### src/rtl/usps_pkg.sv
package usps_pkg;

	localparam int unsigned MAX_PATH_W   = 10;
	localparam int unsigned COUNT_W      = 11;
	localparam int unsigned QUEUE_DEPTH  = 4;
	localparam int unsigned QUEUE_PTR_W  = $clog2(QUEUE_DEPTH);
	localparam int unsigned QUEUE_CNT_W  = $clog2(QUEUE_DEPTH + 1);

	localparam logic [MAX_PATH_W-1:0] MAX_PATH_RESET = 10'd512;
	localparam logic [COUNT_W-1:0]    COUNT_SAT      = 11'd2047;

	localparam logic [7:0]  LEAD2_MIN  = 8'hc2;
	localparam logic [7:0]  LEAD4_MAX  = 8'hf4;
	localparam logic [20:0] MIN3_VALUE = 21'h000800;
	localparam logic [20:0] MIN4_VALUE = 21'h010000;
	localparam logic [20:0] SURR_LOW   = 21'h00d800;
	localparam logic [20:0] SURR_HIGH  = 21'h00dfff;
	localparam logic [20:0] CP_MAX     = 21'h10ffff;

	localparam logic [7:0] CH_SLASH = 8'h2f;
	localparam logic [7:0] CH_DOT   = 8'h2e;
	localparam logic [7:0] CH_SPACE = 8'h20;

	typedef enum logic [2:0] {
		U8_ASCII,
		U8_CONT,
		U8_LEAD2,
		U8_LEAD3,
		U8_LEAD4,
		U8_BAD
	} u8_class_t;

	// One classified input item as it travels from the front to the back.
	typedef struct packed {
		logic [7:0] data;
		logic [7:0] lower;
		logic [4:0] lead_bits;
		u8_class_t  u8_class;
		logic       is_slash;
		logic       is_dot;
		logic       is_space;
		logic       is_illegal;
		logic       has;
		logic       last;
	} item_t;

endpackage

### src/rtl/utf8_path_sanitizer_core.sv
// A verdict appears on path_ok with empty low after the item marked last is written into
// the queue and then taken by the back-end step into the result register, when the queue
// is empty and the result slot is free.
// Throughput: one item per cycle in the back end; a final item waits on a full result slot.
// Reset: arst_n is asynchronous and active low; it empties the queue and the result slot,
// clears all per-path state and loads max_path_bytes with 512.
module utf8_path_sanitizer_core (
	input  logic                            clk,
	input  logic                            arst_n,
	input  logic                            push,
	output logic                            full,
	input  logic [7:0]                      path_byte,
	input  logic                            has_byte,
	input  logic                            last,
	output logic                            empty,
	input  logic                            pop,
	output logic                            path_ok,
	input  logic                            cfg_we,
	input  logic [usps_pkg::MAX_PATH_W-1:0] cfg_data
);
	import usps_pkg::*;

	// The front end classifies each byte (character tests, UTF-8 byte class and lead
	// payload, lower-case form) and writes the classified item into a short queue.
	// The back end drains the queue one item a cycle, unless a final item waits for the
	// result register, walks the UTF-8 decoder and the component tracker, and leaves
	// the verdict in a one-entry result register. Items that do not end a path are
	// never held back by a waiting verdict, so only a verdict competes for the result register.

	item_t front_item;
	item_t head_item;
	logic  queue_wr;
	logic  queue_full;
	logic  queue_not_empty;
	logic  queue_rd;

	assign full = queue_full;

	usps_front u_front (
		.push       (push),
		.path_byte  (path_byte),
		.has_byte   (has_byte),
		.last       (last),
		.queue_full (queue_full),
		.queue_wr   (queue_wr),
		.item       (front_item)
	);

	// The queue lets a transfer on the input side proceed while a verdict waits.
	usps_queue u_queue (
		.clk       (clk),
		.arst_n    (arst_n),
		.wr        (queue_wr),
		.wr_item   (front_item),
		.rd        (queue_rd),
		.rd_item   (head_item),
		.full      (queue_full),
		.not_empty (queue_not_empty)
	);

	usps_back u_back (
		.clk        (clk),
		.arst_n     (arst_n),
		.cfg_we     (cfg_we),
		.cfg_data   (cfg_data),
		.item       (head_item),
		.item_valid (queue_not_empty),
		.item_take  (queue_rd),
		.pop        (pop),
		.empty      (empty),
		.path_ok    (path_ok)
	);

endmodule

### src/rtl/usps_front.sv
module usps_front (
	input  logic          push,
	input  logic [7:0]    path_byte,
	input  logic          has_byte,
	input  logic          last,
	input  logic          queue_full,
	output logic          queue_wr,
	output usps_pkg::item_t item
);
	import usps_pkg::*;

	assign queue_wr = push && !queue_full;

	always_comb begin
		item            = '0;
		item.data       = path_byte;
		item.has        = has_byte;
		item.last       = last;
		item.is_slash   = (path_byte == CH_SLASH);
		item.is_dot     = (path_byte == CH_DOT);
		item.is_space   = (path_byte == CH_SPACE);
		item.is_illegal = (path_byte == 8'h5c) || (path_byte == 8'h3a) || (path_byte == 8'h00);
		item.lower      = (path_byte inside {[8'h41:8'h5a]}) ? path_byte + 8'd32 : path_byte;
		item.lead_bits  = 5'd0;
		if (path_byte inside {[8'h00:8'h7f]}) begin
			item.u8_class = U8_ASCII;
		end else if (path_byte inside {[8'h80:8'hbf]}) begin
			item.u8_class = U8_CONT;
		end else if (path_byte inside {[LEAD2_MIN:8'hdf]}) begin
			item.u8_class  = U8_LEAD2;
			item.lead_bits = path_byte[4:0];
		end else if (path_byte inside {[8'he0:8'hef]}) begin
			item.u8_class  = U8_LEAD3;
			item.lead_bits = {1'b0, path_byte[3:0]};
		end else if (path_byte inside {[8'hf0:LEAD4_MAX]}) begin
			item.u8_class  = U8_LEAD4;
			item.lead_bits = {2'b00, path_byte[2:0]};
		end else begin
			item.u8_class = U8_BAD;
		end
	end

endmodule

### src/rtl/usps_queue.sv
module usps_queue (
	input  logic            clk,
	input  logic            arst_n,
	input  logic            wr,
	input  usps_pkg::item_t wr_item,
	input  logic            rd,
	output usps_pkg::item_t rd_item,
	output logic            full,
	output logic            not_empty
);
	import usps_pkg::*;

	item_t                  mem_q [QUEUE_DEPTH];
	logic [QUEUE_PTR_W-1:0] wr_ptr_q;
	logic [QUEUE_PTR_W-1:0] rd_ptr_q;
	logic [QUEUE_CNT_W-1:0] count_q;
	logic                   do_wr;
	logic                   do_rd;

	assign full      = (count_q == QUEUE_CNT_W'(QUEUE_DEPTH));
	assign not_empty = (count_q != '0);
	assign do_wr     = wr && !full;
	assign do_rd     = rd && not_empty;
	assign rd_item   = mem_q[rd_ptr_q];

	always_ff @(posedge clk) begin
		if (do_wr) begin
			mem_q[wr_ptr_q] <= wr_item;
		end
	end

	always_ff @(posedge clk or negedge arst_n) begin
		if (!arst_n) begin
			wr_ptr_q <= '0;
			rd_ptr_q <= '0;
			count_q  <= '0;
		end else begin
			if (do_wr) begin
				wr_ptr_q <= wr_ptr_q + 1'b1;
			end
			if (do_rd) begin
				rd_ptr_q <= rd_ptr_q + 1'b1;
			end
			if (do_wr && !do_rd) begin
				count_q <= count_q + 1'b1;
			end else if (do_rd && !do_wr) begin
				count_q <= count_q - 1'b1;
			end
		end
	end

endmodule

### src/rtl/usps_back.sv
module usps_back (
	input  logic                            clk,
	input  logic                            arst_n,
	input  logic                            cfg_we,
	input  logic [usps_pkg::MAX_PATH_W-1:0] cfg_data,
	input  usps_pkg::item_t                 item,
	input  logic                            item_valid,
	output logic                            item_take,
	input  logic                            pop,
	output logic                            empty,
	output logic                            path_ok
);
	import usps_pkg::*;

	logic [MAX_PATH_W-1:0] max_path_q;
	logic [COUNT_W-1:0]    byte_count_q;
	logic [1:0]            cont_left_q;
	logic [2:0]            seq_len_q;
	logic [20:0]           code_point_q;
	logic [2:0]            seg_len_q;
	logic [2:0]            stem_len_q;
	logic                  dot_seen_q;
	logic [3:0][7:0]       stem_q;
	logic [7:0]            prev_q;
	logic                  failed_q;
	logic                  out_valid_q;
	logic                  out_ok_q;

	logic [COUNT_W-1:0] cnt_d;
	logic [1:0]         cl_d;
	logic [2:0]         sl_d;
	logic [20:0]        cp_d;
	logic [2:0]         seg_d;
	logic [2:0]         stl_d;
	logic               dot_d;
	logic [3:0][7:0]    stem_d;
	logic [7:0]         prev_d;
	logic               fail_d;

	function automatic logic component_bad(input logic [2:0] seg, input logic [7:0] prev,
		input logic [2:0] stl, input logic [3:0][7:0] sc);
		logic res;
		logic [23:0] s3;
		s3  = {sc[0], sc[1], sc[2]};
		res = (seg == 3'd0) || (prev == CH_DOT) || (prev == CH_SPACE);
		if (stl == 3'd3) begin
			res = res || (s3 == "con") || (s3 == "prn") || (s3 == "aux") || (s3 == "nul");
		end else if (stl == 3'd4) begin
			res = res || (((s3 == "com") || (s3 == "lpt")) &&
				(sc[3] >= "1") && (sc[3] <= "9"));
		end
		return res;
	endfunction

	// A verdict needs the output slot; other items never wait for it.
	assign item_take = item_valid && (!item.last || !out_valid_q || pop);
	assign empty     = !out_valid_q;
	assign path_ok   = out_ok_q;

	always_comb begin
		cnt_d  = byte_count_q;
		cl_d   = cont_left_q;
		sl_d   = seq_len_q;
		cp_d   = code_point_q;
		seg_d  = seg_len_q;
		stl_d  = stem_len_q;
		dot_d  = dot_seen_q;
		stem_d = stem_q;
		prev_d = prev_q;
		fail_d = failed_q;
		if (item.has) begin
			if ((byte_count_q == '0) && item.is_slash) begin
				fail_d = 1'b1;
			end
			if (item.is_illegal) begin
				fail_d = 1'b1;
			end
			if (cont_left_q != 2'd0) begin
				if (item.u8_class != U8_CONT) begin
					fail_d = 1'b1;
					cl_d   = 2'd0;
				end else begin
					cp_d = {code_point_q[14:0], item.data[5:0]};
					cl_d = cont_left_q - 2'd1;
					if ((cl_d == 2'd0) &&
						(((seq_len_q == 3'd3) && (cp_d < MIN3_VALUE)) ||
						((seq_len_q == 3'd4) && (cp_d < MIN4_VALUE)) ||
						((cp_d >= SURR_LOW) && (cp_d <= SURR_HIGH)) ||
						(cp_d > CP_MAX))) begin
						fail_d = 1'b1;
					end
				end
			end else begin
				case (item.u8_class)
					U8_ASCII: begin
						sl_d = 3'd1;
					end
					U8_LEAD2: begin
						sl_d = 3'd2;
						cp_d = {16'd0, item.lead_bits};
						cl_d = 2'd1;
					end
					U8_LEAD3: begin
						sl_d = 3'd3;
						cp_d = {16'd0, item.lead_bits};
						cl_d = 2'd2;
					end
					U8_LEAD4: begin
						sl_d = 3'd4;
						cp_d = {16'd0, item.lead_bits};
						cl_d = 2'd3;
					end
					default: begin
						fail_d = 1'b1;
					end
				endcase
			end
			if (item.is_slash) begin
				if (component_bad(seg_len_q, prev_q, stem_len_q, stem_q)) begin
					fail_d = 1'b1;
				end
				seg_d  = 3'd0;
				stl_d  = 3'd0;
				dot_d  = 1'b0;
				stem_d = '0;
			end else begin
				if (seg_len_q < 3'd7) begin
					seg_d = seg_len_q + 3'd1;
				end
				if (!dot_seen_q) begin
					if (item.is_dot) begin
						dot_d = 1'b1;
					end else begin
						if (stem_len_q < 3'd4) begin
							stem_d[stem_len_q[1:0]] = item.lower;
						end
						if (stem_len_q < 3'd5) begin
							stl_d = stem_len_q + 3'd1;
						end
					end
				end
			end
			prev_d = item.data;
			if (byte_count_q < COUNT_SAT) begin
				cnt_d = byte_count_q + 1'b1;
			end
		end
		if (item.last) begin
			if ((cnt_d == '0) || (cnt_d > {1'b0, max_path_q}) || (cl_d != 2'd0)) begin
				fail_d = 1'b1;
			end
			// A closing slash has already ended the last component.
			if (!((cnt_d != '0) && (prev_d == CH_SLASH)) &&
				component_bad(seg_d, prev_d, stl_d, stem_d)) begin
				fail_d = 1'b1;
			end
		end
	end

	always_ff @(posedge clk or negedge arst_n) begin
		if (!arst_n) begin
			max_path_q   <= MAX_PATH_RESET;
			byte_count_q <= '0;
			cont_left_q  <= '0;
			seq_len_q    <= '0;
			code_point_q <= '0;
			seg_len_q    <= '0;
			stem_len_q   <= '0;
			dot_seen_q   <= 1'b0;
			stem_q       <= '0;
			prev_q       <= '0;
			failed_q     <= 1'b0;
			out_valid_q  <= 1'b0;
			out_ok_q     <= 1'b0;
		end else begin
			if (cfg_we) begin
				max_path_q <= cfg_data;
			end
			if (item_take && item.last) begin
				byte_count_q <= '0;
				cont_left_q  <= '0;
				seq_len_q    <= '0;
				code_point_q <= '0;
				seg_len_q    <= '0;
				stem_len_q   <= '0;
				dot_seen_q   <= 1'b0;
				stem_q       <= '0;
				prev_q       <= '0;
				failed_q     <= 1'b0;
				out_valid_q  <= 1'b1;
				out_ok_q     <= !fail_d;
			end else begin
				if (item_take) begin
					byte_count_q <= cnt_d;
					cont_left_q  <= cl_d;
					seq_len_q    <= sl_d;
					code_point_q <= cp_d;
					seg_len_q    <= seg_d;
					stem_len_q   <= stl_d;
					dot_seen_q   <= dot_d;
					stem_q       <= stem_d;
					prev_q       <= prev_d;
					failed_q     <= fail_d;
				end
				if (pop) begin
					out_valid_q <= 1'b0;
				end
			end
		end
	end

endmodule

### config.mk
export PLATFORM = sky130hd
export DESIGN_NAME = utf8_path_sanitizer_core
export DESIGN_NICKNAME = d
export VERILOG_FILES = /design/src/rtl/usps_pkg.sv /design/src/rtl/utf8_path_sanitizer_core.sv /design/src/rtl/usps_front.sv /design/src/rtl/usps_queue.sv /design/src/rtl/usps_back.sv
export SDC_FILE = /design/constraint.sdc
export NUM_CORES = 1
export LEC_CHECK = 0
export BUFFER_PORTS_ARGS = -buffer_cell sky130_fd_sc_hd__buf_2
export CORE_ASPECT_RATIO = 1.5
export CORE_MARGIN = 3
export CORE_UTILIZATION = 25
export CTS_BUF_LIST = sky130_fd_sc_hd__clkbuf_4
export CTS_CLUSTER_DIAMETER = 80
export CTS_CLUSTER_SIZE = 10
export DETAILED_ROUTE_END_ITERATION = 12
export PLACE_DENSITY_LB_ADDON = 0.08
export SYNTH_ARGS = -nofsm -noshare
export SYNTH_HDL_FRONTEND = slang
export SYNTH_SLANG_ARGS = --single-unit
### constraint.sdc
create_clock -name clk -period 4.84 [get_ports clk]
set_input_delay 0.484 -clock clk [delete_from_list [all_inputs] [get_ports clk]]
set_output_delay 0.484 -clock clk [all_outputs]
set_load 0.1 [all_outputs]
==> flow_summary.yaml <==
final_layout:
  finish.utilization_pct: 28.36
  nNetsFinal: 1005
  final-instance-count-excl-fill: 1464
  layout_common_cells: "nand2_1, dfrtp_1, edfxtp_1"
  layout-drive-gt1-share_pct: 11.84
  final_common_cell: "nand2_1"
  syn_to_final_growth_pct: 11.02
logic_synthesis:
  synth_top_cells_by_area: "edfxtp_1, dfrtp_1, mux4_2"
  synth_edf_count: 96
  synth_top_area_share_pct: 28.46
  ys.flop_type: "dfrtp_1"
  synth-simple-area-share_pct: 18.38
  syn_nets: 976
  synthAdderAreaFrac_pct: 3.780
  synth_area_um2: 10130
  syn_area_per_cell_um2: 11.00
  yosysTopAreaCell: "edfxtp_1"
  synthMuxAreaShare_pct: 8.462
  async_reset_ff_share_pct: 50.52
  yosysUniqueCellTypes: 68
  ys_ff_latch: 194
  synth_top_family_by_area: "simple AND/OR/NAND/NOR gates"
  ys_seq_area_share_pct: 52.69
  yosys_warnings: 0
  synthCells: 921
  synth_compound_area_share_pct: 12.27
  synth_xor_area_share_pct: 0.9512
timing:
  whs_ns: 0.06727
  fmaxAchievable_mhz: 255.3
  skew_ns: 0.02587
  hold_violations: 0
  relSlewSlack_pct: 41.03
  period_minus_slack_ns: 3.917
  worstMarginPinSlew_ns: 0.8765
  report.final.slew_viol_count: 0
  finalCritPeriodShare_pct: 80.92
  rsz0062_at_grt: "no"
  final.setup.tns_ns: 0
  setup_ws_ns: 0.9233
  setup_viol: 0
power_and_ir_drop:
  combPwrFrac_pct: 47.3
  power_density_nw_per_um2: 546.1
  power.internal_mw: 3.277
  p_seq_share_pct: 37.5
  clockPowerShare_pct: 15.3
  ir_drop_mv: 0.1716
  p_leak_nw: 4.326
  switching_power_mw: 2.863
  power_switching_share_pct: 46.63
clock_tree:
  clock_latency_ns: 0.64
  cts_made_buffers: 17
  cts.sinks: 194
  cts_root_buf: "clkbuf_4"
  htree_levels: 4
  clk_pin_slew_ns: 0.17
  post_cts_resized: 0
  cts_max_path_buffers: 2
  cts_setup_buffers: 0
  cts_hold_buf: 12
  cts_tree: "done"
worst_setup_path:
  cp_slowest_cell: "mux4_2"
  crit_path_end_kind: "flop"
  crit_fanout: 16
  path_delay_family: "simple AND/OR/NAND/NOR gates"
  crit_buf_inv: 0
  cp_cell_sequence: "mux4_2, and4bb_1, mux2i_1, nand4b_1, a211o_1, or4_1, a21oi_1, o22ai_1, a32o_1"
  cp_slowest_stage_delay_ns: 0.71
  cp_data_required_time_ns: 5.38
  worstSetupPathType: "reg2reg"
  critPathArrivalTime_ns: 4.46
  critPathLaunchType: "flop"
route:
  wl_per_cell_um: 20.85
  totalWireLength_um: 30520
  drt-initial-drc-count: 429
  antenna_left: 0
  via_count: 7308
  via_per_inst: 4.992
  drc_errors: 0
  firstDrtPassIters: 4
place:
  dp.final_hpwl_um: 21790
  dpl.cell_count: 1419
  portBuffers: 27
  pre_cts_slack_ns: 0.8826
  gp_congestion: 0.8545
floorplanning:
  rows: 89
  initial_core_util_pct: 25.55
  die_area_um2: 43010
  fp.dieH_um: 252.5
  fp.dieW_um: 170.3
  io-pin-count: 28
  fp.coreArea_um2: 39640
grt:
  antenna_found_initial: 1
  grtUsageTotal_pct: 14.75
  grt_max_degree: 43
  grt_pass1_vias: 7784
  grt_overflow: 0
  grt_pass1_wl_um: 47930
hold_path:
  hold_class: "in2reg"
flow_run:
  drv_cap: 0
run_status:
  status: "finished, final reports clean"
[stage by stage]
stage          cell area (um2)  power (mW)
3_5_place_dp             10820       5.297
2_1_floorplan            10130       4.249
3_3_place_gp             10820       5.316
6_report                 11240       6.140
5_1_grt                  11240       6.590
4_1_cts                  11240       6.264
[power groups by stage]
stage / clock (mW) / combinational [mW] / sequential (mW)
2_1_floorplan: 0 / 2.01 / 2.24
3_3_place_gp: 0 / 2.97 / 2.35
3_5_place_dp: 0 / 2.95 / 2.34
4_1_cts: 0.991 / 2.97 / 2.31
5_1_grt: 1.05 / 3.20 / 2.34
6_report: 0.937 / 2.90 / 2.30
[logic make-up after synthesis]
| group | after synthesis |
|---|---|
| simple gates | 353 |
| compound gates | 195 |
| flops | 194 |
| buf+inv | 87 |
| mux | 51 |
| fa+ha+maj | 30 |
| xor+xnor | 11 |
[cell type report]
class,instances,area (um2)
sequential,194,5338
timing repair buffer,55,377.9
fill,4190,28400
clock inverter,15,171.4
tap,500,625.6
clock buffer,17,127.6
inverter,42,157.7
antenna,1,2.502
multi-input combinational,640,4444
[registers in the layout, summed over array words and instances, names as in the netlist]
register	flops
u_queue.mem_q	96
u_back.stem_q	32
u_back.code_point_q	15
u_back.byte_count_q	11
u_back.max_path_q	10
u_back.prev_q	8
u_back.seg_len_q	3
u_back.seq_len_q	3
u_back.stem_len_q	3
u_queue.count_q	3
u_back.cont_left_q	2
u_queue.rd_ptr_q	2
u_queue.wr_ptr_q	2
u_back.dot_seen_q	1
u_back.failed_q	1
u_back.out_valid_q	1
u_back.path_ok	1
[cell usage after synthesis, types with 4 or more instances]
library cell and number:
a211oi_1 5, a21o_1 6, a21oi_1 36, a22o_1 23, a22oi_1 5, a311oi_1 6, a31oi_1 8, and2_1 11
and3_1 8, buf_1 5, clkbuf_1 35, dfrtp_1 97, edfxtp_1 96, ha_1 29, inv_1 42, mux2_2 5
mux2i_1 20, mux4_1 4, mux4_2 22, nand2_1 101, nand2b_1 21, nand3_1 49, nand3b_1 10, nand4_1 11
nand4b_1 7, nor2_1 59, nor2b_1 10, nor3_1 16, nor3b_1 6, nor4_1 10, nor4b_1 8, o21ai_0 70
o22ai_1 5, o31ai_1 6, or3_1 5, or4_1 5, xnor2_1 8
[metal layers]
metal / GRT usage [%] / routed length [um] / part of all wire [%]
met4: 4.987 / 661 / 2.2
met1: 16.76 / 12250 / 40
met5: 0 / 0 / 0
met3: 1.831 / 568 / 1.9
met2: 28.12 / 17040 / 56
[worst paths after layout]
kind / startpoint / end / slack (ns) / depth (start not counted)
worst min register to register: u_queue.count_q[2] / u_queue.count_q[2] / 0.51 / 1
worst min-delay path: has_byte / u_queue.mem_q[0][1] / 0.07 / 1
max in group asynchronous: arst_n / u_back.code_point_q[14] / 3.62 / 3
worst max-delay path: u_queue.rd_ptr_q[0] / u_back.path_ok / 0.92 / 9
worst max register to register: u_queue.rd_ptr_q[0] / u_back.path_ok / 0.92 / 9
min in group asynchronous: arst_n / u_back.stem_q[12] / 0.29 / 2
Note: power is estimated with default switching activity, not from simulation.
